### src/sv/m4inv_pkg.sv
// Shared types, constants and helper functions for the 4x4 adjugate inverse block.
package m4inv_pkg;

	localparam int ElemWidth = 32;
	localparam int FracBits  = 16;
	localparam int CofWidth  = 3 * ElemWidth + 2;
	localparam int DetWidth  = 4 * ElemWidth + 4;
	localparam int NumWidth  = CofWidth + 2 * FracBits;
	localparam int QuoWidth  = NumWidth;
	localparam int QCntWidth = $clog2(QuoWidth + 1);

	typedef enum logic [2:0] {
		ST_LOAD,
		ST_COF,
		ST_DET,
		ST_DIV_START,
		ST_DIV_RUN,
		ST_EMIT
	} state_t;

	typedef enum logic [1:0] {
		OP_NONE,
		OP_COF,
		OP_DET,
		OP_DIV
	} op_t;

	// Commands from the controller to the datapath.
	typedef struct packed {
		logic       store_en;
		logic [3:0] store_idx;
		op_t        op;
		logic [3:0] idx;
		logic       emit;
	} cmd_t;

	// Status from the datapath to the controller.
	typedef struct packed {
		logic div_done;
		logic det_zero;
	} status_t;

	// Returns the k-th of the three indices in 0..3 that differ from skip.
	function automatic logic [1:0] keep_idx(input logic [1:0] skip, input logic [1:0] k);
		logic [2:0] v;
		v = {1'b0, k};
		if (v >= {1'b0, skip}) v = v + 3'd1;
		return v[1:0];
	endfunction

endpackage

### src/sv/m4inv_ctrl.sv
// Controller state machine sequencing load, cofactors, determinant, divisions and output.
module m4inv_ctrl (
	input  logic                clk,
	input  logic                arst_n,
	input  logic                in_valid,
	output logic                in_ready,
	output logic                out_valid,
	input  logic                out_ready,
	input  m4inv_pkg::status_t  status,
	output m4inv_pkg::cmd_t     cmd
);
	import m4inv_pkg::*;

	state_t     state_q, state_d;
	logic [3:0] cnt_q, cnt_d;

	always_ff @(posedge clk or negedge arst_n) begin
		if (!arst_n) begin
			state_q <= ST_LOAD;
			cnt_q   <= '0;
		end else begin
			state_q <= state_d;
			cnt_q   <= cnt_d;
		end
	end

	always_comb begin
		state_d = state_q;
		cnt_d   = cnt_q;
		case (state_q)
			ST_LOAD: begin
				if (in_valid) begin
					cnt_d = cnt_q + 4'd1;
					if (cnt_q == 4'd15) state_d = ST_COF;
				end
			end
			ST_COF: begin
				cnt_d = cnt_q + 4'd1;
				if (cnt_q == 4'd15) state_d = ST_DET;
			end
			ST_DET: begin
				cnt_d = cnt_q + 4'd1;
				if (cnt_q == 4'd11) begin
					cnt_d   = '0;
					state_d = ST_DIV_START;
				end
			end
			ST_DIV_START: begin
				if (status.det_zero) state_d = ST_EMIT;
				else state_d = ST_DIV_RUN;
			end
			ST_DIV_RUN: begin
				if (status.div_done) state_d = ST_EMIT;
			end
			ST_EMIT: begin
				if (out_ready) begin
					cnt_d = cnt_q + 4'd1;
					if (cnt_q == 4'd15) state_d = ST_LOAD;
					else state_d = ST_DIV_START;
				end
			end
			default: state_d = ST_LOAD;
		endcase
	end

	always_comb begin
		in_ready      = 1'b0;
		out_valid     = 1'b0;
		cmd.store_en  = 1'b0;
		cmd.store_idx = cnt_q;
		cmd.op        = OP_NONE;
		cmd.idx       = cnt_q;
		cmd.emit      = 1'b0;
		case (state_q)
			ST_LOAD: begin
				in_ready     = 1'b1;
				cmd.store_en = in_valid;
			end
			ST_COF: cmd.op = OP_COF;
			ST_DET: cmd.op = OP_DET;
			ST_DIV_START: cmd.op = OP_DIV;
			ST_EMIT: begin
				out_valid = 1'b1;
				cmd.emit  = out_ready;
			end
			default: ;
		endcase
	end
endmodule

### config.mk
export PLATFORM = sky130hd
export DESIGN_NAME = m4inv_ctrl
export DESIGN_NICKNAME = d
export VERILOG_FILES = /design/src/sv/m4inv_pkg.sv /design/src/sv/m4inv_ctrl.sv
export SDC_FILE = /design/constraint.sdc
export NUM_CORES = 1
export LEC_CHECK = 0
export BUFFER_PORTS_ARGS = -buffer_cell sky130_fd_sc_hd__buf_2
export CELL_PAD_IN_SITES_DETAIL_PLACEMENT = 1
export CELL_PAD_IN_SITES_GLOBAL_PLACEMENT = 2
export CORE_AREA = 2 2 49 51
export CTS_CLUSTER_SIZE = 16
export DETAILED_ROUTE_END_ITERATION = 10
export DIE_AREA = 0 0 51 53
export GPL_TIMING_DRIVEN = 0
export PLACE_DENSITY = 0.67
export SETUP_SLACK_MARGIN = 0.3
export SLEW_MARGIN = 10
export SYNTH_ARGS = -nofsm -noshare
export SYNTH_HDL_FRONTEND = slang
export SYNTH_SLANG_ARGS = --single-unit
export TNS_END_PERCENT = 5
### constraint.sdc
create_clock -name clk -period 2.4 [get_ports clk]
set_input_delay 0.24 -clock clk [delete_from_list [all_inputs] [get_ports clk]]
set_output_delay 0.24 -clock clk [all_outputs]
set_load 0.05 [all_outputs]
==> results_dict.tcl <==
set metrics [dict create \
    status "completed" \
    syn_area_um2 510.5 \
    drt-total-wl_um 1251 \
    critPathMaxFanout 10 \
    tns_ns 0 \
    cts_setup_buffers 0 \
    crit_type "register to primary output" \
    min_period_over_period_pct 75.49 \
    drive_gt1_share_pct 41.77 \
    synth-async-reset-ratio_pct 100.0 \
    syn_nets 62 \
    grt_pass1_wl_um 2249 \
    end_kind "primary output" \
    dr_total_vias 496 \
    cap_violations 0 \
    synth_top_area_share_pct 34.31 \
    clk_pin_slew_worst_paths_ns 0.06 \
    avgSynthCellArea_um2 9.282 \
    worstPathCellList "clkbuf_1 > nor3_4 > and2_1 > buf_2" \
    cp.arrival_ns 1.57 \
    dp.final_hpwl_um 961.5 \
    dr.pass1.iters 4 \
    dieHeight_um 53 \
    io_pins 20 \
    die-area_um2 2703 \
    final_nets 87 \
    slew_violations 0 \
    synth_edf_count 0 \
    worstMarginPinSlew_ns 0.4490 \
    start_util_pct 23.76 \
    via_per_inst 4.636 \
    cts_buffers 3 \
    hold_viol_final 0 \
    cts.sinks 7 \
    grt_max_degree 11 \
    htree_levels 1 \
    antenna_found_initial 0 \
    insertion_delay_ns 0.25 \
    ys_top_cells_by_area "dfrtp_1 (34%), buf_4 (5.9%), nand2_1 (4.4%)" \
    synth_seq_cells 7 \
    gp_congestion 0.7084 \
    yosys.area.top_type "dfrtp_1" \
    setup_violations 0 \
    synth.distinct_cells 31 \
    drc 0 \
    critPathRequiredTime_ns 2.16 \
    cp_num_buf_inv 2 \
    rsz0062_at_grt "false" \
    min_period_ns 1.812 \
    num_rows 17 \
    hp-class "primary input to register" \
    die_w_um 51 \
    cts_hold_buf 1 \
    cts_tree "built" \
    wl_per_cell_um 11.69 \
    cpPeakStageDelay_ns 0.43 \
    cts_root_buf "clkbuf_4" \
    drt_first_iter_violations 9 \
    cts_resized 0 \
    clockBufferDepth 2 \
    cp-startpoint "state_q[0]" \
    max_freq_ghz 0.5519 \
    ys_seq_area_share_pct 34.31 \
    grtUsageTotal_pct 11.81 \
    worst_hold_slack_ns 0.2894 \
    worstReg2RegStart "state_q[2]" \
    hp-start "status[0]" \
    antenna_left 0 \
    place.port_buffers 19 \
    skew_ns 0.001037 \
    n_antenna_cell 0 \
    area_delta_synth_final_pct 34.80 \
    synthCells 55 \
    critical_path.top_delay_family "buffers and inverters" \
    fin_area_um2 688.2 \
    worst_path_max_delay_cell "dfrtp_1" \
    fin_util_pct 32.03 \
    dpl_cell_area_um2 651.9 \
    ys.flop_type "dfrtp_1" \
    maxSlewHeadroom_pct 70.07 \
    yosys_warnings 0 \
    startpoint_type "register" \
    grt_overflow 0 \
    core_um2 2148 \
    grt_pass1_vias 495 \
]
==> Yosys cell counts, drive strengths merged, types with 2 or more instances <==
library cell and instances:
nor3 3, nor2 4, inv 2, clkbuf 2, nand2 6, a21oi 2
nand3 2, and2 2, mux2i 2, buf 5, dfrtp 7, mux2 2
==> worst register-to-register path: cells and delay by family (launching register included) <==
kind | cells | cell delay, ns
flops | 1 | 0.47
mux | 1 | 0.26
simple gates | 3 | 0.65
==> kinds of logic (layout without fill, tap and decap cells) <==
family / count (synthesis) / after routing / synth area share, %
mux: 4 / 4 / 9.068
buf+inv: 9 / 33 / 11.03
compound gates: 10 / 10 / 17.40
fa+ha+maj: 1 / 1 / 2.451
simple gates: 24 / 24 / 25.74
flops: 7 / 7 / 34.31
==> registers in the layout, indices dropped and copies added (netlist names) <==
register,count
cnt_q,4
state_q,3
==> worst paths after layout <==
check	to	slack [ns]	depth (start not counted)
max in group asynchronous	cnt_q[2]	1.88	2
min in group asynchronous	cnt_q[1]	0.36	2
worst max-delay path	cmd[11]	0.59	4
worst min-delay path	state_q[0]	0.29	3
worst max register to register	cnt_q[2]	0.90	4
worst min register to register	cnt_q[0]	0.58	1
==> metrics by stage <==
step	cells	setup slack (ns)
final	107	0.5881
after global routing	107	0.4680
after CTS	107	0.5613
after detailed placement	102	0.8651
after global placement	102	0.8526
after floorplan	55	0.5028
==> cells in the final DEF (no fill, tap or decap) <==
cell type	n
nand2b_1	1
o211ai_4	1
clkbuf_4	3
nor2b_1	1
nor3_1	2
a211o_1	1
mux2i_1	2
nor4_2	1
buf_6	1
nor3_4	1
and2b_1	1
buf_2	19
ha_1	1
dfrtp_1	7
nand2_1	6
a21o_1	1
a22o_1	1
and2_1	2
a21oi_1	2
buf_4	4
dlygate4sd3_1	1
nor2_2	1
nor2_1	3
mux2_2	1
nand3b_1	1
or2b_1	1
o21ai_0	1
o21ba_1	1
inv_1	2
a41oi_1	1
mux2_4	1
nand3_1	2
and3_1	1
a221oi_1	1
clkbuf_1	3
==> metal layers <==
layer / GRT usage (%) / part of all wire [%]
met1: 13.30 / 44
met2: 19.70 / 48
met3: 2.825 / 7.1
met4: 8.108 / 0.96
met5: 0 / 0
==> cell type report <==
cell class | instances | area, um2
fill | 268 | 1460
multi-input combinational | 39 | 290.3
sequential | 7 | 175.2
timing repair buffer | 20 | 105.1
buffer | 7 | 48.80
tap | 28 | 35.03
clock buffer | 4 | 26.28
inverter | 2 | 7.507
Power is left out: the tool's default activity adds up to more than one toggle a clock period on the data nets, which glitch-free logic cannot reach.
